--- src/rtl/lcdns_pkg.sv ---
// ----------------------------------------------------------------------------
// lcdns_pkg
// Types and constants shared by the character LCD nibble sender.
// ----------------------------------------------------------------------------
`default_nettype none

package lcdns_pkg;

  localparam int BYTE_W   = 8;
  localparam int NIB_W    = 4;
  localparam int HOLD_W   = 8;
  localparam int LEVEL_W  = 5;
  localparam int CMD_W    = 2;
  localparam int INIT_LEN = 5;
  localparam int INIT_IW  = 3;

  localparam logic [HOLD_W-1:0] HOLD_RESET = 8'd1;
  localparam logic [HOLD_W-1:0] WAIT_MAX   = 8'hFF;

  // input command codes; code 3 is unused
  typedef enum logic [CMD_W-1:0] {
    CMD_TICK = 2'd0,
    CMD_PUSH = 2'd1,
    CMD_INIT = 2'd2
  } cmd_t;

  typedef enum logic [3:0] {
    PH_HIGH        = 4'b0001,
    PH_LOW         = 4'b0010,
    PH_WAIT_BEFORE = 4'b0100,
    PH_WAIT_HOLD   = 4'b1000
  } phase_t;

  // queue entry: command flag over the byte
  typedef struct packed {
    logic              is_cmd;
    logic [BYTE_W-1:0] value;
  } entry_t;

  typedef struct packed {
    logic push;
    logic pop;
    logic init;
  } q_op_t;

  typedef struct packed {
    logic   nonempty;
    logic   full;
    entry_t head;
  } q_stat_t;

  typedef struct packed {
    logic             rs;
    logic             en;
    logic [NIB_W-1:0] data;
  } pins_t;

  // start-up command bytes, in queue order
  function automatic logic [BYTE_W-1:0] init_byte(input logic [INIT_IW-1:0] idx);
    logic [BYTE_W-1:0] b;
    case (idx)
      3'd0:    b = 8'h02;
      3'd1:    b = 8'h28;
      3'd2:    b = 8'h08;
      3'd3:    b = 8'h0F;
      3'd4:    b = 8'h01;
      default: b = 8'h00;
    endcase
    return b;
  endfunction

endpackage

`default_nettype wire

--- src/rtl/lcdns_in_if.sv ---
// ----------------------------------------------------------------------------
// lcdns_in_if
// Input channel: tick, push or init beats.
// ----------------------------------------------------------------------------
`default_nettype none

interface lcdns_in_if import lcdns_pkg::*; ();
  logic              valid;
  logic              ready;
  logic [CMD_W-1:0]  command;
  logic [BYTE_W-1:0] byte_value;
  logic              is_command;

  modport source (output valid, output command, output byte_value, output is_command,
                  input ready);
  modport sink   (input valid, input command, input byte_value, input is_command,
                  output ready);
endinterface

`default_nettype wire

--- src/rtl/lcdns_out_if.sv ---
// ----------------------------------------------------------------------------
// lcdns_out_if
// Result channel: pin levels and queue status after each beat.
// ----------------------------------------------------------------------------
`default_nettype none

interface lcdns_out_if import lcdns_pkg::*; ();
  logic               valid;
  logic               ready;
  logic               rs_pin;
  logic               en_pin;
  logic [NIB_W-1:0]   data_nibble;
  logic               busy_res;
  logic [LEVEL_W-1:0] queue_level;
  logic               dropped;

  modport source (output valid, output rs_pin, output en_pin, output data_nibble,
                  output busy_res, output queue_level, output dropped, input ready);
  modport sink   (input valid, input rs_pin, input en_pin, input data_nibble,
                  input busy_res, input queue_level, input dropped, output ready);
endinterface

`default_nettype wire

--- src/rtl/lcdns_cfg_if.sv ---
// ----------------------------------------------------------------------------
// lcdns_cfg_if
// Configuration write channel for the hold_ticks register.
// ----------------------------------------------------------------------------
`default_nettype none

interface lcdns_cfg_if import lcdns_pkg::*; ();
  logic              valid;
  logic              ready;
  logic [HOLD_W-1:0] hold_ticks;

  modport source (output valid, output hold_ticks, input ready);
  modport sink   (input valid, input hold_ticks, output ready);
endinterface

`default_nettype wire

--- src/rtl/char_lcd_nibble_sender_core.sv ---
// ----------------------------------------------------------------------------
// char_lcd_nibble_sender_core
// Character LCD byte sender for the 4-bit bus: byte queue plus nibble sequencer.
// ----------------------------------------------------------------------------
//  port    dir  handshake      beat contents
//  in_ch   in   valid/ready    command, byte_value, is_command
//  out_ch  out  valid/ready    rs_pin, en_pin, data_nibble, busy_res, queue_level,
//                              dropped
//  cfg_ch  in   valid/ready    hold_ticks (always ready)
//
//  One beat per cycle sustained while the output takes results; a result is
//  offered once its input beat has passed the input register and then the
//  state/result registers. The queue RAM read is issued ahead, from rp_nxt,
//  with write forwarding, so the head entry is ready for the very next beat.
//  Output stalls hold the input stage; input is still taken while the stage
//  empties into a free or draining result register.
//  Reset empties the queue, idles the sequencer with EN high, hold_ticks = 1.
// ----------------------------------------------------------------------------
`default_nettype none

module char_lcd_nibble_sender_core import lcdns_pkg::*; #(
  parameter int QUEUE_DEPTH = 16
) (
  input  logic        clk,
  input  logic        rst_n,
  lcdns_in_if.sink    in_ch,
  lcdns_out_if.source out_ch,
  lcdns_cfg_if.sink   cfg_ch
);

  localparam int FW = $clog2(QUEUE_DEPTH+1);

  logic              in_v_r;
  logic [CMD_W-1:0]  in_cmd_r;
  entry_t            in_entry_r;
  logic              out_v_r;
  logic              dropped_r;
  logic [HOLD_W-1:0] hold_r;

  logic              advance;
  logic              do_tick;
  logic              do_push;
  logic              do_init;
  q_op_t             q_op;
  q_stat_t           q_stat;
  logic [FW-1:0]     level;
  logic              pop;
  pins_t             pins;
  logic              busy;

  assign advance     = in_v_r && (!out_v_r || out_ch.ready);
  assign in_ch.ready = !in_v_r || advance;
  assign cfg_ch.ready = 1'b1;

  always_ff @(posedge clk) begin
    if (!rst_n) begin
      in_v_r  <= 1'b0;
      out_v_r <= 1'b0;
      hold_r  <= HOLD_RESET;
    end else begin
      if (in_ch.ready) begin
        in_v_r <= in_ch.valid;
      end
      if (advance) begin
        out_v_r <= 1'b1;
      end else if (out_ch.ready) begin
        out_v_r <= 1'b0;
      end
      if (cfg_ch.valid) begin
        hold_r <= cfg_ch.hold_ticks;
      end
    end
  end

  always_ff @(posedge clk) begin
    if (in_ch.ready && in_ch.valid) begin
      in_cmd_r          <= in_ch.command;
      in_entry_r.value  <= in_ch.byte_value;
      in_entry_r.is_cmd <= in_ch.is_command;
    end
    if (advance) begin
      dropped_r <= do_push && q_stat.full;
    end
  end

  always_comb begin
    do_tick = 1'b0;
    do_push = 1'b0;
    do_init = 1'b0;
    unique case (in_cmd_r)
      CMD_TICK: do_tick = advance;
      CMD_PUSH: do_push = advance;
      CMD_INIT: do_init = advance;
      default:  ;
    endcase
  end

  assign q_op.push = do_push;
  assign q_op.pop  = pop;
  assign q_op.init = do_init;

  lcdns_queue #(
    .QUEUE_DEPTH (QUEUE_DEPTH)
  ) u_queue (
    .clk        (clk),
    .rst_n      (rst_n),
    .op         (q_op),
    .push_entry (in_entry_r),
    .stat       (q_stat),
    .level      (level)
  );

  lcdns_seq u_seq (
    .clk   (clk),
    .rst_n (rst_n),
    .tick  (do_tick),
    .init  (do_init),
    .hold  (hold_r),
    .qs    (q_stat),
    .pop   (pop),
    .pins  (pins),
    .busy  (busy)
  );

  // sequencer and queue state only move on advance, so they double as the
  // result register
  assign out_ch.valid       = out_v_r;
  assign out_ch.rs_pin      = pins.rs;
  assign out_ch.en_pin      = pins.en;
  assign out_ch.data_nibble = pins.data;
  assign out_ch.busy_res    = busy;
  assign out_ch.queue_level = LEVEL_W'(level);
  assign out_ch.dropped     = dropped_r;

  a_advance_out: assert property (@(posedge clk) disable iff (!rst_n)
    advance |=> out_v_r)
    else $error("advanced beat produced no result");

  a_stall_holds: assert property (@(posedge clk) disable iff (!rst_n)
    (in_v_r && out_v_r && !out_ch.ready) |=> in_v_r && $stable(in_cmd_r))
    else $error("input stage lost a beat under stall");

  a_drop_push: assert property (@(posedge clk) disable iff (!rst_n)
    (advance && !(do_push && q_stat.full)) |=> !dropped_r)
    else $error("dropped flag set without a full push");

endmodule

`default_nettype wire

--- src/rtl/lcdns_ram.sv ---
// ----------------------------------------------------------------------------
// lcdns_ram
// Generic single-write, single-read RAM with registered read (read-first).
// ----------------------------------------------------------------------------
`default_nettype none

module lcdns_ram #(
  parameter int WIDTH = 9,
  parameter int DEPTH = 16
) (
  input  logic                     clk,
  input  logic                     we,
  input  logic [$clog2(DEPTH)-1:0] waddr,
  input  logic [WIDTH-1:0]         wdata,
  input  logic [$clog2(DEPTH)-1:0] raddr,
  output logic [WIDTH-1:0]         rdata
);

  logic [WIDTH-1:0] mem [DEPTH];

  always_ff @(posedge clk) begin
    if (we) begin
      mem[waddr] <= wdata;
    end
    rdata <= mem[raddr];
  end

endmodule

`default_nettype wire

--- src/rtl/lcdns_queue.sv ---
// ----------------------------------------------------------------------------
// lcdns_queue
// Ring queue of command/data bytes with a head entry ready every cycle.
// ----------------------------------------------------------------------------
`default_nettype none

module lcdns_queue import lcdns_pkg::*; #(
  parameter int QUEUE_DEPTH = 16
) (
  input  logic                               clk,
  input  logic                               rst_n,
  input  q_op_t                              op,
  input  entry_t                             push_entry,
  output q_stat_t                            stat,
  output logic [$clog2(QUEUE_DEPTH+1)-1:0]   level
);

  localparam int AW = $clog2(QUEUE_DEPTH);
  localparam int FW = $clog2(QUEUE_DEPTH+1);

  logic [AW-1:0]       wp_r, wp_nxt;
  logic [AW-1:0]       rp_r, rp_nxt;
  logic [FW-1:0]       fill_r, fill_nxt;
  // start-up entries live in constants until a push overwrites their slot
  logic [INIT_LEN-1:0] cv_r, cv_nxt;
  logic                we;
  logic                full;
  logic                cst_hit;

  logic                byp_r;
  logic                cst_r;
  entry_t              wd_r;
  logic [INIT_IW-1:0]  cidx_r;
  entry_t              rd_data;
  entry_t              head;

  function automatic logic [AW-1:0] ptr_inc(input logic [AW-1:0] p);
    return (p == AW'(QUEUE_DEPTH-1)) ? '0 : p + 1'b1;
  endfunction

  assign full = (fill_r == FW'(QUEUE_DEPTH));

  always_comb begin
    wp_nxt   = wp_r;
    rp_nxt   = rp_r;
    fill_nxt = fill_r;
    cv_nxt   = cv_r;
    we       = 1'b0;
    cst_hit  = 1'b0;
    if (op.init) begin
      wp_nxt   = AW'(INIT_LEN);
      rp_nxt   = '0;
      fill_nxt = FW'(INIT_LEN);
      cv_nxt   = '1;
    end else if (op.push && !full) begin
      we       = 1'b1;
      wp_nxt   = ptr_inc(wp_r);
      fill_nxt = fill_r + 1'b1;
      for (int i = 0; i < INIT_LEN; i++) begin
        if (wp_r == AW'(i)) cv_nxt[i] = 1'b0;
      end
    end else if (op.pop) begin
      rp_nxt   = ptr_inc(rp_r);
      fill_nxt = fill_r - 1'b1;
    end
    for (int i = 0; i < INIT_LEN; i++) begin
      if (rp_nxt == AW'(i) && cv_nxt[i]) cst_hit = 1'b1;
    end
  end

  always_ff @(posedge clk) begin
    if (!rst_n) begin
      wp_r   <= '0;
      rp_r   <= '0;
      fill_r <= '0;
      cv_r   <= '0;
      byp_r  <= 1'b0;
      cst_r  <= 1'b0;
    end else begin
      wp_r   <= wp_nxt;
      rp_r   <= rp_nxt;
      fill_r <= fill_nxt;
      cv_r   <= cv_nxt;
      // RAM reads old data when written and read at the same address
      byp_r  <= we && (wp_r == rp_nxt);
      cst_r  <= cst_hit;
    end
  end

  always_ff @(posedge clk) begin
    wd_r   <= push_entry;
    cidx_r <= rp_nxt[INIT_IW-1:0];
  end

  lcdns_ram #(
    .WIDTH ($bits(entry_t)),
    .DEPTH (QUEUE_DEPTH)
  ) u_ram (
    .clk   (clk),
    .we    (we),
    .waddr (wp_r),
    .wdata (push_entry),
    .raddr (rp_nxt),
    .rdata (rd_data)
  );

  always_comb begin
    if (byp_r) begin
      head = wd_r;
    end else if (cst_r) begin
      head = '{is_cmd: 1'b1, value: init_byte(cidx_r)};
    end else begin
      head = rd_data;
    end
  end

  assign stat.nonempty = (fill_r != '0);
  assign stat.full     = full;
  assign stat.head     = head;
  assign level         = fill_r;

  a_fill_bound: assert property (@(posedge clk) disable iff (!rst_n)
    fill_r <= FW'(QUEUE_DEPTH))
    else $error("queue fill count above depth");

  a_empty_ptrs: assert property (@(posedge clk) disable iff (!rst_n)
    (fill_r == '0) |-> (wp_r == rp_r))
    else $error("empty queue with pointers apart");

  a_pop_nonempty: assert property (@(posedge clk) disable iff (!rst_n)
    (op.pop && !op.init) |-> (fill_r != '0))
    else $error("pop from empty queue");

endmodule

`default_nettype wire

--- src/rtl/lcdns_seq.sv ---
// ----------------------------------------------------------------------------
// lcdns_seq
// Nibble sequencer: places RS and data, waits, pulses EN low per nibble.
// ----------------------------------------------------------------------------
`default_nettype none

module lcdns_seq import lcdns_pkg::*; (
  input  logic              clk,
  input  logic              rst_n,
  input  logic              tick,
  input  logic              init,
  input  logic [HOLD_W-1:0] hold,
  input  q_stat_t           qs,
  output logic              pop,
  output pins_t             pins,
  output logic              busy
);

  phase_t            phase_r, phase_nxt;
  logic              after_low_r, after_low_nxt;
  logic [HOLD_W-1:0] wait_r, wait_nxt;
  pins_t             pins_r, pins_nxt;
  logic [HOLD_W-1:0] wait_inc;
  logic              wait_done;

  // saturating count; a hold of zero is met on the first tick
  assign wait_inc  = (wait_r == WAIT_MAX) ? WAIT_MAX : wait_r + 1'b1;
  assign wait_done = (wait_inc >= hold);

  always_comb begin
    phase_nxt     = phase_r;
    after_low_nxt = after_low_r;
    wait_nxt      = wait_r;
    pins_nxt      = pins_r;
    pop           = 1'b0;
    if (init) begin
      phase_nxt     = PH_HIGH;
      after_low_nxt = 1'b1;
      wait_nxt      = '0;
      pins_nxt.rs   = 1'b0;
      pins_nxt.en   = 1'b1;
    end else if (tick) begin
      unique case (phase_r)
        PH_HIGH: begin
          if (qs.nonempty) begin
            pins_nxt.rs   = ~qs.head.is_cmd;
            pins_nxt.data = qs.head.value[BYTE_W-1:NIB_W];
            after_low_nxt = 1'b1;
            phase_nxt     = PH_WAIT_BEFORE;
            wait_nxt      = '0;
          end
        end
        PH_LOW: begin
          if (!qs.nonempty) begin
            phase_nxt = PH_HIGH;
          end else begin
            pins_nxt.data = qs.head.value[NIB_W-1:0];
            pop           = 1'b1;
            after_low_nxt = 1'b0;
            phase_nxt     = PH_WAIT_BEFORE;
            wait_nxt      = '0;
          end
        end
        PH_WAIT_BEFORE: begin
          wait_nxt = wait_inc;
          if (wait_done) begin
            pins_nxt.en = 1'b0;
            phase_nxt   = PH_WAIT_HOLD;
            wait_nxt    = '0;
          end
        end
        PH_WAIT_HOLD: begin
          wait_nxt = wait_inc;
          if (wait_done) begin
            pins_nxt.en = 1'b1;
            phase_nxt   = after_low_r ? PH_LOW : PH_HIGH;
          end
        end
        default: begin
          phase_nxt = PH_HIGH;
        end
      endcase
    end
  end

  always_ff @(posedge clk) begin
    if (!rst_n) begin
      phase_r     <= PH_HIGH;
      after_low_r <= 1'b1;
      wait_r      <= '0;
      pins_r      <= '{rs: 1'b0, en: 1'b1, data: '0};
    end else begin
      phase_r     <= phase_nxt;
      after_low_r <= after_low_nxt;
      wait_r      <= wait_nxt;
      pins_r      <= pins_nxt;
    end
  end

  assign pins = pins_r;
  assign busy = (phase_r != PH_HIGH);

  a_en_low_hold: assert property (@(posedge clk) disable iff (!rst_n)
    !pins_r.en |-> (phase_r == PH_WAIT_HOLD))
    else $error("EN low outside hold phase");

  a_init_idle: assert property (@(posedge clk) disable iff (!rst_n)
    init |=> (phase_r == PH_HIGH) && pins_r.en && !pins_r.rs && (wait_r == '0))
    else $error("init did not return sequencer to idle");

  a_pop_low: assert property (@(posedge clk) disable iff (!rst_n)
    pop |=> (phase_r == PH_WAIT_BEFORE) && !after_low_r)
    else $error("low nibble pop without pulse setup");

endmodule

`default_nettype wire

--- src/flat_wrapper.sv ---
// flat-port wrapper written by rule: the top's interface ports become plain ports
module char_lcd_nibble_sender_core_flat import lcdns_pkg::*;
#(
  parameter int QUEUE_DEPTH = 16
)
  (clk, rst_n, in_ch_valid, in_ch_command, in_ch_byte_value, in_ch_is_command, in_ch_ready, out_ch_valid, out_ch_rs_pin, out_ch_en_pin, out_ch_data_nibble, out_ch_busy_res, out_ch_queue_level, out_ch_dropped, out_ch_ready, cfg_ch_valid, cfg_ch_hold_ticks, cfg_ch_ready);
  lcdns_in_if in_ch_i ();
  lcdns_out_if out_ch_i ();
  lcdns_cfg_if cfg_ch_i ();
  input  logic clk;
  input  logic rst_n;
  input wire logic [$bits(in_ch_i.valid)-1:0] in_ch_valid;
  input wire logic [$bits(in_ch_i.command)-1:0] in_ch_command;
  input wire logic [$bits(in_ch_i.byte_value)-1:0] in_ch_byte_value;
  input wire logic [$bits(in_ch_i.is_command)-1:0] in_ch_is_command;
  output wire logic [$bits(in_ch_i.ready)-1:0] in_ch_ready;
  output wire logic [$bits(out_ch_i.valid)-1:0] out_ch_valid;
  output wire logic [$bits(out_ch_i.rs_pin)-1:0] out_ch_rs_pin;
  output wire logic [$bits(out_ch_i.en_pin)-1:0] out_ch_en_pin;
  output wire logic [$bits(out_ch_i.data_nibble)-1:0] out_ch_data_nibble;
  output wire logic [$bits(out_ch_i.busy_res)-1:0] out_ch_busy_res;
  output wire logic [$bits(out_ch_i.queue_level)-1:0] out_ch_queue_level;
  output wire logic [$bits(out_ch_i.dropped)-1:0] out_ch_dropped;
  input wire logic [$bits(out_ch_i.ready)-1:0] out_ch_ready;
  input wire logic [$bits(cfg_ch_i.valid)-1:0] cfg_ch_valid;
  input wire logic [$bits(cfg_ch_i.hold_ticks)-1:0] cfg_ch_hold_ticks;
  output wire logic [$bits(cfg_ch_i.ready)-1:0] cfg_ch_ready;
  assign in_ch_i.valid = in_ch_valid;
  assign in_ch_i.command = in_ch_command;
  assign in_ch_i.byte_value = in_ch_byte_value;
  assign in_ch_i.is_command = in_ch_is_command;
  assign in_ch_ready = in_ch_i.ready;
  assign out_ch_valid = out_ch_i.valid;
  assign out_ch_rs_pin = out_ch_i.rs_pin;
  assign out_ch_en_pin = out_ch_i.en_pin;
  assign out_ch_data_nibble = out_ch_i.data_nibble;
  assign out_ch_busy_res = out_ch_i.busy_res;
  assign out_ch_queue_level = out_ch_i.queue_level;
  assign out_ch_dropped = out_ch_i.dropped;
  assign out_ch_i.ready = out_ch_ready;
  assign cfg_ch_i.valid = cfg_ch_valid;
  assign cfg_ch_i.hold_ticks = cfg_ch_hold_ticks;
  assign cfg_ch_ready = cfg_ch_i.ready;
  char_lcd_nibble_sender_core #(.QUEUE_DEPTH(QUEUE_DEPTH)) u_core (.clk(clk), .rst_n(rst_n), .in_ch(in_ch_i), .out_ch(out_ch_i), .cfg_ch(cfg_ch_i));
endmodule
--- config.mk ---
export PLATFORM = sky130hd
export DESIGN_NAME = char_lcd_nibble_sender_core_flat
export DESIGN_NICKNAME = d
export VERILOG_FILES = /design/src/rtl/lcdns_pkg.sv /design/src/rtl/lcdns_in_if.sv /design/src/rtl/lcdns_out_if.sv /design/src/rtl/lcdns_cfg_if.sv /design/src/rtl/char_lcd_nibble_sender_core.sv /design/src/rtl/lcdns_ram.sv /design/src/rtl/lcdns_queue.sv /design/src/rtl/lcdns_seq.sv /design/src/flat_wrapper.sv
export SDC_FILE = /design/constraint.sdc
export NUM_CORES = 1
export LEC_CHECK = 0
export BUFFER_PORTS_ARGS = -buffer_cell sky130_fd_sc_hd__clkbuf_2
export CAP_MARGIN = 10
export CORE_ASPECT_RATIO = 2
export CORE_MARGIN = 2
export CORE_UTILIZATION = 53
export CTS_CLUSTER_SIZE = 16
export DETAILED_ROUTE_END_ITERATION = 7
export HOLD_SLACK_MARGIN = 0.03
export PLACE_DENSITY = 0.72
export SLEW_MARGIN = 10
export SYNTH_ARGS = -nofsm -noshare
export SYNTH_HDL_FRONTEND = slang
export SYNTH_SLANG_ARGS = --single-unit
--- constraint.sdc ---
create_clock -name clk -period 3.4 [get_ports clk]
set_input_delay 0.68 -clock clk [delete_from_list [all_inputs] [get_ports clk]]
set_output_delay 0.68 -clock clk [all_outputs]
set_load 0.005 [all_outputs]
### Word-level counts from Yosys, hierarchy flattened

Memory sizes are Yosys's and may differ from the RTL's. A register that Yosys moved wholly into a read port is not among the register bits.
Index checks and enable logic that the tools add are counted.

* add/subtract/negate cells: 5
* $lt $le $gt $ge: 1
* equal/unequal tests: 29
* muxes and demuxes: 57
* bitwise operators: 3
* reductions and logical operators: 35

Operators by type and width (number)
* 4-bit 2-to-1 mux: 10
* 6-bit one-hot mux with 5 select lines: 1
* 1-bit 2-to-1 mux: 27
* 8-bit 2-to-1 mux: 3
* 8-bit one-hot mux with 3 select lines: 1
* 4-bit by 2-bit equality test with 1-bit output, second input constant: 5
* 5-bit 2-to-1 mux: 4
* 9-bit 2-to-1 mux: 2
* 4-bit one-hot mux with 4 select lines: 1
* 4-bit by 1-bit equality test with 1-bit output, second input constant: 3
* 4-bit by 3-bit equality test with 1-bit output, second input constant: 3
* 4-bit equality test, second input constant: 3
* 3-bit 2-to-1 mux: 4
* 4-bit AND reduction: 3
* 1-bit logical AND: 10
* 2-bit nonzero test: 5
* 4-bit by 1-bit adder with 4-bit output, second input constant: 2
* 8-bit by 1-bit adder with 8-bit output, second input constant: 1
* 8-bit equality test, second input constant: 1
* 8-bit >= comparator: 1
* 4-bit zero test: 2
* 2-bit inequality test, second input constant: 4
* 4-bit one-hot mux with 2 select lines: 1
* 3-bit by 2-bit equality test with 1-bit output, second input constant: 2
* 22 further kinds: 31

* flip-flop bits (word level): 73
* memory bits (writable): 144
* output and inout port bits: 16
* logic and storage cells: 155
* memories: 1

Memory list
* u_core.u_queue.u_ram.mem: depth 16, bits a word 9, read ports 1, clocked after Yosys merged registers in 1, write ports 1, RTL line lcdns_ram.sv:19 `logic [WIDTH-1:0] mem [DEPTH];`

### Logic depth before layout (Yosys ltp)

Gate-level depths: netlist of the first run.

* depth in word-level cells: 16
* mapped depth: 14

### Cells and area by module

A second synthesis of the first run with hierarchy kept.

* cell total of the unflattened synthesis: 634
* area, all modules: 9529.1 µm²

Modules (own cells, without submodules)
* lcdns_ram: times used 1, cells an instance 254, area each 5780.5 µm², sequential area each 4504.3 µm²
* lcdns_queue: times used 1, cells an instance 184, area each 1600.3 µm², sequential area each 640.6 µm²
* lcdns_seq: times used 1, cells an instance 140, area each 1316.3 µm², sequential area each 380.4 µm²
* char_lcd_nibble_sender_core: times used 1, cells an instance 56, area each 832.0 µm², sequential area each 560.5 µm²

### Worst setup path after synthesis of the first run

No wires, ideal clock.

* path type: register to register
* start point: register, netlist name u_core.u_seq.wait_r[2]
* end point: register u_core.u_seq.pins_r (netlist bit u_core.u_seq.pins[3])
* library setup time: 0.076 ns
* data arrival time: 3.060 ns
* slack: 0.264 ns
* stages on the path, launching flop included: 15
* buffers on the path: 0
* period minus slack after synthesis: 3.136 ns
* path through: dfxtp_1 > and3_1 > and2_1 > nand4_1 > nand2_1 > inv_1 > ha_1 > nand2b_1 > a21o_1 > a21oi_1 > o21ai_0 > a211oi_1 > a2111oi_1 > o2111ai_1 > o21ai_0

RTL lines
* end signal: assignment: RTL line lcdns_seq.sv:91 `pins_r <= '{rs: 1'b0, en: 1'b1, data: '0};`
* end signal: assignment: RTL line lcdns_seq.sv:96 `pins_r <= pins_nxt;`
* end: declaration: RTL line lcdns_seq.sv:22 `pins_t pins_r, pins_nxt;`

### Worst setup path in the final report of the first run

* start point: register u_core.u_seq.wait_r[3]
* end point: register u_core.u_seq.wait_r[3]

* longest elaborated chain between the ends: 5

RTL lines
* start: declaration: RTL line lcdns_seq.sv:21 `logic [HOLD_W-1:0] wait_r, wait_nxt;`
* start signal: assignment: RTL line lcdns_seq.sv:95 `wait_r <= wait_nxt;`
* 8-bit by 1-bit adder with 8-bit output or 8-bit equality test (tied branches): RTL line lcdns_seq.sv:27 `assign wait_inc = (wait_r == WAIT_MAX) ? WAIT_MAX : wait_r + 1'b1;`
* 8-bit 2-to-1 mux *: RTL line lcdns_seq.sv:27
* 8-bit >= comparator: RTL line lcdns_seq.sv:28 `assign wait_done = (wait_inc >= hold);`
* 8-bit 2-to-1 mux: RTL line lcdns_seq.sv:66 `if (wait_done) begin`
* 8-bit one-hot mux with 3 select lines *: RTL line lcdns_seq.sv:43 `unique case (phase_r)`

Mark *: on every way between the ends. The rest lies on a longest branch, timed or not.
A chain may end at the register's enable or synchronous reset.

==> Flow_metrics.wiki, run 1 <==
{| class="wikitable"
! Metric !! Value
|-
| Clock tree sinks || 226
|-
| Worst setup path class || reg -> reg
|-
| Crit path buf inv count || 1
|-
| Total die area || roughly 19000 um^2
|-
| Die W || about 98 um
|-
| Reg-to-reg startpoint || u_core.u_seq.wait_r[3]
|-
| Vias in the first global route || 6449
|-
| Maximum fanout encountered on the critical timing path || 8
|-
| Post-synthesis cell type with the largest combined area || edfxtp_1
|-
| Upper clock frequency limit || 328 MHz
|-
| GRT Util Overall || between 20 and 25%
|-
| DRC marker count from the first detailed-route iteration || ~470
|-
| Overall routed net length || approximately 21000 um
|-
| CTS clk-pin slew, worst paths || approximately 60 ps
|-
| Outcome || finished, final reports clean
|-
| Critical hold path startpoint || in_ch_byte_value[6]
|-
| Register share of total power || between 50% and 60%
|-
| Clock root cell || clkbuf_16
|-
| Leakage power || 4.12 nW
|-
| Max-capacitance violation count || 0
|-
| Flops & latches, synth || 226
|-
| Post-Syn Nets || 801
|-
| Routed wirelength normalized by instance count || slightly above 20 um
|-
| Accumulated negative setup slack || 0 ps
|-
| CP startpoint kind || flop
|-
| Share of total power in the clock network || 42.0%
|-
| Combinational power share || approximately 2.7%
|-
| Ratio of final minimum period to clock period || between 80% and 90%
|-
| Later-pin clock latency in the skew report || 510 ps
|-
| Share of post-route cells with drive strength above 1 || between 10% and 20%
|-
| Count of unique library cells instantiated by Yosys || slightly below 70
|-
| Internal Pwr Total || between 0.004 and 0.005 W
|-
| Port-buffer cells || 38
|-
| Cell types occupying the most area after synthesis || edfxtp_1 (50%), dfxtp_1 (15%), mux2i_1 (5.0%)
|-
| Antenna violations before repair || 0
|-
| Initial standard-cell utilization of the core || 54.1%
|-
| Actual slew at the worst max-slew pin || a little under 900 ps
|-
| Instance count after placement with tap cells included || just over 1k
|-
| H-tree lvl count || 1
|-
| Synth Cell Area || approximately 9400 um^2
|-
| Post-DP HPWL || around 15000 um
|-
| CTS hold repair buffers || 0
|-
| First-pass GRT wire length || 33600 um
|-
| Worst voltage drop across the vdd grid || ~0.43 mV
|-
| Normalized max-slew margin || around 41%
|-
| Number of CTS-inserted buffers || 20
|-
| Post-synth top cells || edfxtp_1 (156), nand2_1 (112), dfxtp_1 (70)
|-
| RSZ-0062 raised after global routing || false
|-
| Overflow left after global routing || 0
|-
| Final critical path time including I/O delays and setup || between 3000 and 4000 ps
|-
| Required time of the critical path || ~3800 ps
|-
| Number of cell rows || 68
|-
| Maximum number of pins on one net before global-route repair || around 50
|-
| Launching element of the worst setup path || u_core.u_seq.wait_r[3]
|-
| Worst min-delay path class || in -> reg
|-
| Number of remaining DRC errors || 0
|-
| Portion of the post-synthesis area used by sequential elements || ~65%
|-
| Number of warnings reported in the yosys synthesis log || 0
|-
| Number of vias per cell || 5.97
|-
| PwrDens || around 500 nW/um^2
|-
| Total count of max-transition violations in the final report || 0
|-
| Post-layout net count || 869
|-
| Slowest cell on the critical path || dfxtp_1
|-
| Number of enable flip-flop cells after synthesis || 156
|-
| Clk_skew || approximately 11 ps
|-
| Switching part of the total power || between 20% and 30%
|-
| Diodes inserted || 0
|-
| Gpl congestion || approximately 0.88
|-
| Number of I/O pins || 40
|-
| Finish-stage setup viols || 0
|-
| Top cell family by delay on the critical path || compound AO/OA/AOI/OAI gates
|-
| Count of nets left with antenna violations after detail routing || 0
|-
| Per-instance average area after synthesis || between 10 and 15 um^2
|-
| Critical Path End Type || flop
|-
| Floorplan core area || ~17000 um^2
|-
| Max incr delay on CP || 400 ps
|-
| Vias post-DR || ~6.3k
|-
| Instance count of the mapped netlist || 759
|-
| Proportion of synthesized flip-flops having asynchronous set or reset || 0%
|-
| Hold violation count in the final report || 0
|-
| Area growth from synthesis to layout || 13.6%
|-
| Clock buffer depth || 3
|-
| Data arrival time at the worst-slack endpoint || 3490 ps
|-
| Final standard cell count with taps included and fillers excluded || roughly 1.1k
|-
| PostCTS Resize Cnt || 0
|-
| Count leader, synth || edfxtp_1
|-
| Portion of synthesized cell area occupied by the leading cell type || between 40% and 50%
|-
| Router iterations before antenna repair || 4
|-
| CTS tree || done
|-
| Buffers inserted by post-CTS timing repair || 0
|-
| Top FF cell, synth || edfxtp_1
|-
| P_sw || between 0.001 and 0.0015 W
|-
| Critical Path, Cell by Cell || and3_1, and2_1, nand4_1, nand2_1, inv_1, ha_1, nand2b_1, a21o_1, a21oi_1, o21ai_1, a21oi_1, a21o_1, a32oi_1, nor2_1
|-
| DIE HEIGHT || slightly below 200 um
|}
## sequential cells by signal (all words and copies together), names as in the netlist
signal	cells
u_core.in_v_r	1
u_core.in_entry_r	9
u_core.hold_r	8
u_core.u_seq.phase_r	4
u_core.u_queue.u_ram.mem	144
u_core.out_ch.valid	1
u_core.u_queue.level	5
u_core.in_cmd_r	2
u_core.u_queue.wd_r	9
u_core.u_queue.cidx_r	3
u_core.u_seq.after_low_r	1
u_core.u_queue.rp_r	4
u_core.u_queue.wp_r	4
u_core.u_queue.cv_r	5
u_core.u_queue.cst_r	1
u_core.u_queue.byp_r	1
u_core.u_seq.wait_r	8
u_core.u_seq.pins	6
u_core.out_ch.dropped	1
u_core.u_queue.u_ram.rdata	9
## worst paths after layout
path,end,slack [ps],cells past startpoint
hold / removal,u_core.in_entry_r[6],350,1
hold reg to reg,u_core.u_seq.pins[2],470,2
setup / recovery,u_core.u_seq.wait_r[3],350,14
setup reg to reg,u_core.u_seq.wait_r[3],350,14
## cells in the final DEF (no fill, tap or decap), types with 9 or more instances in the layout
cell / count
edfxtp_1: 156
clkbuf_16: 21
nor3_1: 9
dfxtp_1: 70
ha_1: 17
nand3_1: 32
a21oi_1: 35
mux2i_1: 47
clkbuf_2: 41
inv_1: 17
a32oi_1: 13
buf_4: 38
nor2_1: 66
nand2_1: 112
o21ai_0: 15
xnor2_1: 10
## power by group through the flow
stage | Sequential [W] | Combinational, W | Clock [W]
2_1_floorplan | 0.00306 | 0.0000980 | 0
4_1_cts | 0.00302 | 0.000151 | 0.00233
5_1_grt | 0.00303 | 0.000167 | 0.00243
3_3_place_gp | 0.00308 | 0.000144 | 0
6_report | 0.00302 | 0.000150 | 0.00230
3_5_place_dp | 0.00308 | 0.000150 | 0
## logic make-up (layout without fill, tap and decap cells)
logic type      count (synthesis)  in the layout  share of synthesized area [%]
mux                            56             56                           6.33
flops                         226            226                           64.8
fa+ha+maj                      18             18                           2.48
other cells                     1              1                         0.0399
xor+xnor                       16             16                           1.49
compound gates                123            123                           9.28
buf+inv                        52            133                           2.66
simple gates                  267            267                           12.9
## layout make-up
cell class	count	area, um^2
Sequential cell	226	6090
Inverter	20	75.1
Timing Repair Buffer	78	515
Fill cell	1353	6680
Clock inverter	9	119
Clock buffer	26	548
Tap cell	210	263
Multi-Input combinational cell	481	3070
## per-stage QoR
step	utilization [%]	hold WS, ps	cell area (um^2)	setup WS (ps)	power (W)
floorplan	-	446	9390	264	0.00316
global placement	57.6	454	10000	267	0.00322
detailed placement	57.6	456	10000	226	0.00323
CTS	61.5	337	10700	210	0.00550
global route	61.5	338	10700	33.6	0.00562
finish	61.5	348	10700	352	0.00547
## routing by layer
layer	part of all wire (%)	up-vias	GRT usage [%]	wire length [um]
met5	0	-	0	0
met4	3.7	0	9.85	790
met3	3.7	52	2.28	794
met2	58	220	46.3	12400
met1	34	3058	23.2	7350
li1	-	2939	-	-
## worst reg2reg max path: stages, from the launching register on
cell	delay, ps
dfxtp_1	400
and3_1	200
and2_1	190
nand4_1	250
nand2_1	180
inv_1	60
ha_1	270
nand2b_1	140
a21o_1	170
a21oi_1	130
o21ai_1	120
a21oi_1	280
a21o_1	330
a32oi_1	150
nor2_1	120
(Power assumes the default switching activity.)
==> run 2: changes to the inputs <==
Settings changed: CORE_UTILIZATION 53 to 58, CTS_BUF_LIST from default to sky130_fd_sc_hd__clkbuf_2 sky130_fd_sc_hd__clkbuf_4 sky130_fd_sc_hd__clkbuf_8, PLACE_DENSITY 0.72 to 0.78, SLEW_MARGIN 10 to 5.
==> run 2 against run 1 <==
Against the previous run: utilization rose by 5.7 points; global-route usage grew 2.3 points; cell count rose by 1.0%; first-iteration DRC count increased by 0.21%; non-clock buffer count is 1 lower; count of clock-buffer cells in the layout rose by 9; via count increased by 2.0%; register-to-register slack worse by 120 ps; sequential power about the same; critical path depth up 1; die area shrank 8.4%; critical endpoint is now u_core.u_seq.pins[3].
==> Flow_metrics.wiki, run 2 (same netlist as run 1, synthesis figures left out) <==
{| class="wikitable"
! Metric !! Value
|-
| Worst voltage drop across the vdd grid || 0.381 mV
|-
| RSZ-0062 raised after global routing || false
|-
| Total count of max-transition violations in the final report || 0
|-
| Area growth from synthesis to layout || 12.8%
|-
| DRC marker count from the first detailed-route iteration || roughly 470
|-
| Top cell family by delay on the critical path || compound AO/OA/AOI/OAI gates
|-
| WHS Path Cells || 1
|-
| DIE HEIGHT || approximately 180 um
|-
| Clock root cell || clkbuf_8
|-
| Post-DP HPWL || ~15000 um
|-
| Leakage power || around 4 nW
|-
| Antenna violations before repair || 0
|-
| Depth of the worst register-to-register path || 15
|-
| GRT Util Overall || between 20% and 30%
|-
| Vias in the first global route || 6579
|-
| Total die area || around 17000 um^2
|-
| Required time of the critical path || 3900 ps
|-
| Highest metal layer with signal wires || met4
|-
| Router iterations before antenna repair || 5
|-
| Gpl congestion || 0.882
|-
| Number of logic stages on the critical path including buffering || 15
|-
| Initial standard-cell utilization of the core || 59.5%
|-
| Switching part of the total power || 21.0%
|-
| Met3 wirelength from detailed routing || 827 um
|-
| CTS hold repair buffers || 0
|-
| Register share of total power || a little under three fifths
|-
| Normalized max-slew margin || approximately 55%
|-
| Port-buffer cells || 38
|-
| First-pass GRT wire length || between 30000 and 40000 um
|-
| Most frequent cells in the layout || edfxtp_1 (156), nand2_1 (112), dfxtp_1 (70)
|-
| Finish-stage setup viols || 0
|-
| Share of post-route cells with drive strength above 1 || roughly 17%
|-
| Number of vias per cell || approximately 6
|-
| Wl on met1 || approximately 7400 um
|-
| CP startpoint kind || flop
|-
| Diodes inserted || 0
|-
| Post-layout net count || a little under 900
|-
| Clock buffer depth || 3
|-
| Number of CTS-inserted buffers || 30
|-
| Clk_skew || 26.5 ps
|-
| Flip-flop count of the largest register after layout || between 100 and 150
|-
| Slowest cell on the critical path || a2111oi_1
|-
| Worst min-delay path class || in -> reg
|-
| H-tree lvl count || 1
|-
| Overall power after layout || 0.00526 W
|-
| Buffers inserted by post-CTS timing repair || 0
|-
| Most common cell after layout, fill and taps aside || edfxtp_1
|-
| Die W || between 90 and 100 um
|-
| Final critical path time including I/O delays and setup || around 3200 ps
|-
| PwrDens || slightly below 500 nW/um^2
|-
| Crit path buf inv count || 2
|-
| Maximum fanout encountered on the critical timing path || 8
|-
| Upper clock frequency limit || about 320 MHz
|-
| Data arrival time at the worst-slack endpoint || 3660 ps
|-
| Number of cell rows || 65
|-
| Routed wirelength normalized by instance count || approximately 20 um
|-
| Overall routed net length || 21300 um
|-
| Maximum number of pins on one net before global-route repair || 30
|-
| Later-pin clock latency in the skew report || 570 ps
|-
| Critical Path, Cell by Cell || and3_1, and2_1, nand4_1, nand2_1, inv_1, ha_1, nand2b_1, a21o_1, a21oi_1, o21ai_2, a211oi_2, a2111oi_1, buf_4, o2111ai_1, o21ai_0
|-
| Internal Pwr Total || a little over 0.004 W
|-
| Hold violation count in the final report || 0
|-
| Combinational power share || approximately 2.8%
|-
| Outcome || finished, final reports clean
|-
| Max-capacitance violation count || 0
|-
| Critical Path End Type || flop
|-
| Actual slew at the worst max-slew pin || just under 700 ps
|-
| CTS clk-pin slew, worst paths || around 80 ps
|-
| Wire length on met2 || between 10000 and 15000 um
|-
| P_sw || ~0.0011 W
|-
| Max incr delay on CP || around 430 ps
|-
| Share of total power in the clock network || between 30% and 40%
|-
| Count of nets left with antenna violations after detail routing || 0
|-
| Final hold slack || roughly 290 ps
|-
| Floorplan core area || 15800 um^2
|-
| Worst setup path class || reg -> reg
|-
| Number of remaining DRC errors || 0
|-
| Overflow left after global routing || 0
|-
| Number of I/O pins || 40
|-
| CTS tree || done
|-
| Final core utilization || 67.2%
|-
| Ratio of final minimum period to clock period || around 93%
|-
| Total of fill cells in the finished design || roughly 1.2k
|-
| Most flop-heavy register || u_core.u_queue.u_ram.mem
|-
| Clock tree sinks || approximately 230
|-
| Vias post-DR || around 6.4k
|}
run 2: worst reg2reg max path, cell delays in order (launching register included):
cell and delay [ps]:
dfxtp_1 410, and3_1 220, and2_1 230, nand4_1 240
nand2_1 170, inv_1 50, ha_1 260, nand2b_1 100
a21o_1 100, a21oi_1 70, o21ai_2 220, a211oi_2 140
a2111oi_1 430, buf_4 240, o2111ai_1 110, o21ai_0 100
run 2: power by group through the flow:
stage,Sequential [W],Clock (W),Combinational (W)
after global placement,0.00308,0,0.000141
after floorplan,0.00306,0,0.0000980
after global routing,0.00303,0.00224,0.000166
final,0.00302,0.00208,0.000149
after detailed placement,0.00308,0,0.000147
after CTS,0.00302,0.00211,0.000148
run 2: repair_timing:
item | 4_1_cts | 5_1_grt
resized for setup | 1 | 4
setup endpoints to repair | 3 | 17
pin swaps | 0 | 2
run 2: through the flow:
step	setup TNS, ps	cell area (um^2)	instances	setup WS (ps)
floorplan	0	9390	759	264
global placement	0	9960	1005	273
detailed placement	-23.9	9960	1005	-23.9
CTS	0	10600	1061	19.1
global route	0	10600	1061	6.37
finish	0	10600	1061	236
run 2: area by class of cell:
class | instances | area, um^2 | area share, %
clock buffers | 35 | 450 | 4.25
clock inverters | 21 | 173 | 1.63
inverters | 20 | 75.1 | 0.708
multi-input cells | 481 | 3080 | 29.1
flip-flops and latches | 226 | 6090 | 57.4
well taps | 201 | 251 | 2.37
repair buffers | 77 | 483 | 4.56
run 2: path summary, 6_finish.rpt:
path                          start                   end  slack (ps)
max          u_core.u_seq.wait_r[2]  u_core.u_seq.pins[3]         240
min             in_ch_byte_value[6]  u_core.in_entry_r[6]         290
max reg2reg  u_core.u_seq.wait_r[2]  u_core.u_seq.pins[3]         240
min reg2reg    u_core.u_seq.pins[3]  u_core.u_seq.pins[3]         480
run 2: layer usage:
layer	track usage, %	vias to the layer above
met5	0	-
met4	12.8	0
met3	2.87	87
met2	47.9	254
met1	26.5	3100
li1	-	2956
==> run 3: changes to the inputs <==
Settings changed: CELL_PAD_IN_SITES_DETAIL_PLACEMENT from default to 0, CELL_PAD_IN_SITES_GLOBAL_PLACEMENT from default to 1, CORE_UTILIZATION 58 to 47, PLACE_DENSITY 0.78 to 0.8.
Clock period 3.4 ns to 2.9 ns, I/O delays scaled along.
==> run 3 against run 2 <==
Against the previous run: clock power increased by 47%; via count decreased by 0.91%; utilization is 11 points lower; largest power group unchanged; critical path type unchanged; clock skew decreased by 8.7 ps; combinational power is 28% higher.
==> Flow_metrics.wiki, run 3 (same netlist as run 1, synthesis figures left out) <==
{| class="wikitable"
! Metric !! Value
|-
| Outcome || finished, final reports clean
|-
| Post-layout net count || 909
|-
| Clock buffer depth || 3
|-
| Ratio of final minimum period to clock period || between 90% and 100%
|-
| Top cell family by delay on the critical path || compound AO/OA/AOI/OAI gates
|-
| Initial standard-cell utilization of the core || between 40 and 50%
|-
| Count of nets left with antenna violations after detail routing || 0
|-
| Crit path buf inv count || 1
|-
| Depth of the worst register-to-register path || 9
|-
| Leakage power || between 4 and 5 nW
|-
| Data arrival time at the worst-slack endpoint || between 3000 and 4000 ps
|-
| Finish-stage setup viols || 0
|-
| GRT Util Overall || 20.4%
|-
| Vias in the first global route || about 6.6k
|-
| Final standard cell count with taps included and fillers excluded || roughly 1.2k
|-
| Most frequent cells in the layout || edfxtp_1 (156), nand2_1 (112), dfxtp_1 (66)
|-
| Gpl congestion || 0.835
|-
| Die W || around 100 um
|-
| PwrDens || a little over 600 nW/um^2
|-
| H-tree lvl count || 2
|-
| Number of remaining DRC errors || 0
|-
| Max incr delay on CP || roughly 570 ps
|-
| DIE HEIGHT || between 200 and 250 um
|-
| Number of vias per cell || roughly 5.5
|-
| Clock tree sinks || between 200 and 250
|-
| Critical Path End Type || flop
|-
| CTS hold repair buffers || 0
|-
| Maximum number of pins on one net before global-route repair || 52
|-
| Floorplan core area || ~20000 um^2
|-
| Required time of the critical path || between 3000 and 4000 ps
|-
| Worst voltage drop across the vdd grid || around 0.36 mV
|-
| Critical Path, Cell by Cell || or4_4, o2111a_2, and3_4, o21ai_4, buf_12, mux2i_1, mux2_4, o22ai_1, a221o_1
|-
| CTS tree || done
|-
| Wire length on met2 || between 10000 and 15000 um
|-
| Share of post-route cells with drive strength above 1 || between 20% and 30%
|-
| Slowest cell on the critical path || or4_4
|-
| Total die area || ~21000 um^2
|-
| Overflow left after global routing || 0
|-
| Clock root cell || clkbuf_8
|-
| CP startpoint kind || flop
|-
| Number of logic stages on the critical path including buffering || 9
|-
| Post-DP HPWL || 15500 um
|-
| Number of I/O pins || 40
|-
| Later-pin clock latency in the skew report || between 500 and 600 ps
|-
| Overall routed net length || between 20000 and 25000 um
|-
| Hold violation count in the final report || 0
|-
| Flip-flop count of the largest register after layout || 144
|-
| Normalized max-slew margin || a little over half
|-
| Area growth from synthesis to layout || 18.5%
|-
| Antenna violations before repair || 0
|-
| Most flop-heavy register || u_core.u_queue.u_ram.mem
|-
| DRC marker count from the first detailed-route iteration || roughly 410
|-
| Highest metal layer with signal wires || met4
|-
| Post-detailed-placement cell area || approximately 10000 um^2
|-
| Total of fill cells in the finished design || about 1.7k
|-
| Number of cell rows || 73
|-
| Port-buffer cells || 38
|-
| Final critical path time including I/O delays and setup || ~2800 ps
|-
| Worst min-delay path class || in -> reg
|-
| Met3 wirelength from detailed routing || ~840 um
|-
| Diodes inserted || 0
|-
| Max-capacitance violation count || 0
|-
| Actual slew at the worst max-slew pin || between 700 and 800 ps
|-
| Maximum fanout encountered on the critical timing path || 51
|-
| Instance count after placement with tap cells included || between 1k and 1.5k
|-
| Most common cell after layout, fill and taps aside || edfxtp_1
|-
| Total count of max-transition violations in the final report || 0
|-
| RSZ-0062 raised after global routing || true
|-
| CTS clk-pin slew, worst paths || ~70 ps
|-
| Routed wirelength normalized by instance count || ~19 um
|-
| First-pass GRT wire length || approximately 34000 um
|-
| Worst setup path class || reg -> reg
|-
| Wl on met1 || 7210 um
|-
| Vias post-DR || 6339
|-
| WHS Path Cells || 1
|-
| Number of CTS-inserted buffers || 34
|-
| Finished Cell Area || roughly 11000 um^2
|-
| Router iterations before antenna repair || 5
|-
| Clk_skew || 17.8 ps
|-
| Upper clock frequency limit || ~350 MHz
|}
run 3: per-layer routing:
metal,track usage (%),up-vias
li1,-,3015
met1,19.6,3073
met2,40.8,182
met3,2.87,69
met4,11.1,0
met5,0,-
run 3: worst register-to-register path: cells and delay by family, from the launching register on:
family                 cells  cell delay, ps
AOI/OAI and AO/OA          4             900
and+or+nand+nor            2             760
muxes                      2             430
DFF                        1             310
buffers and inverters      1             290
run 3: path summary, 6_finish.rpt:
path | start | endpoint | slack, ps
max | u_core.u_queue.level[0] | u_core.u_queue.u_ram.rdata[5] | 80
min | in_ch_byte_value[2] | u_core.in_entry_r[2] | 230
max reg2reg | u_core.u_queue.level[0] | u_core.u_queue.u_ram.rdata[5] | 80
min reg2reg | u_core.u_seq.pins[3] | u_core.u_seq.pins[3] | 480
run 3: power by group:
part	switching (W)	total (W)	internal (W)
registers	0.0000546	0.00354	0.00349
clock network	0.00120	0.00306	0.00187
logic	0.000107	0.000191	0.0000845
total	0.00136	0.00679	0.00544
run 3: what timing repair did:
action	4_1_cts	5_1_grt
setup endpoints to repair	8	27
resized for setup	2	21
pin swaps	0	7
buffers inserted	0	1
run 3: layout make-up:
type / count / area (um^2) / area share (%)
sequential: 226 / 6090 / 54.7
multi-input combinational: 481 / 3140 / 28.2
timing repair buffer: 104 / 702 / 6.30
clock buffer: 43 / 548 / 4.92
tap: 262 / 328 / 2.94
clock inverter: 16 / 253 / 2.27
inverter: 20 / 77.6 / 0.697
run 3: stage by stage:
stage / util (%) / hold WS [ps] / worst slack (ps) / TNS, ps / power [W]
2_1_floorplan: - / 446 / 50.2 / 0 / 0.00370
3_3_place_gp: 51.9 / 454 / 0.905 / 0 / 0.00379
3_5_place_dp: 51.9 / 461 / -51.6 / -142 / 0.00380
4_1_cts: 56.0 / 207 / 2.71 / 0 / 0.00685
5_1_grt: 56.4 / 223 / -13.5 / -15.9 / 0.00698
6_report: 56.4 / 229 / 82.3 / 0 / 0.00679
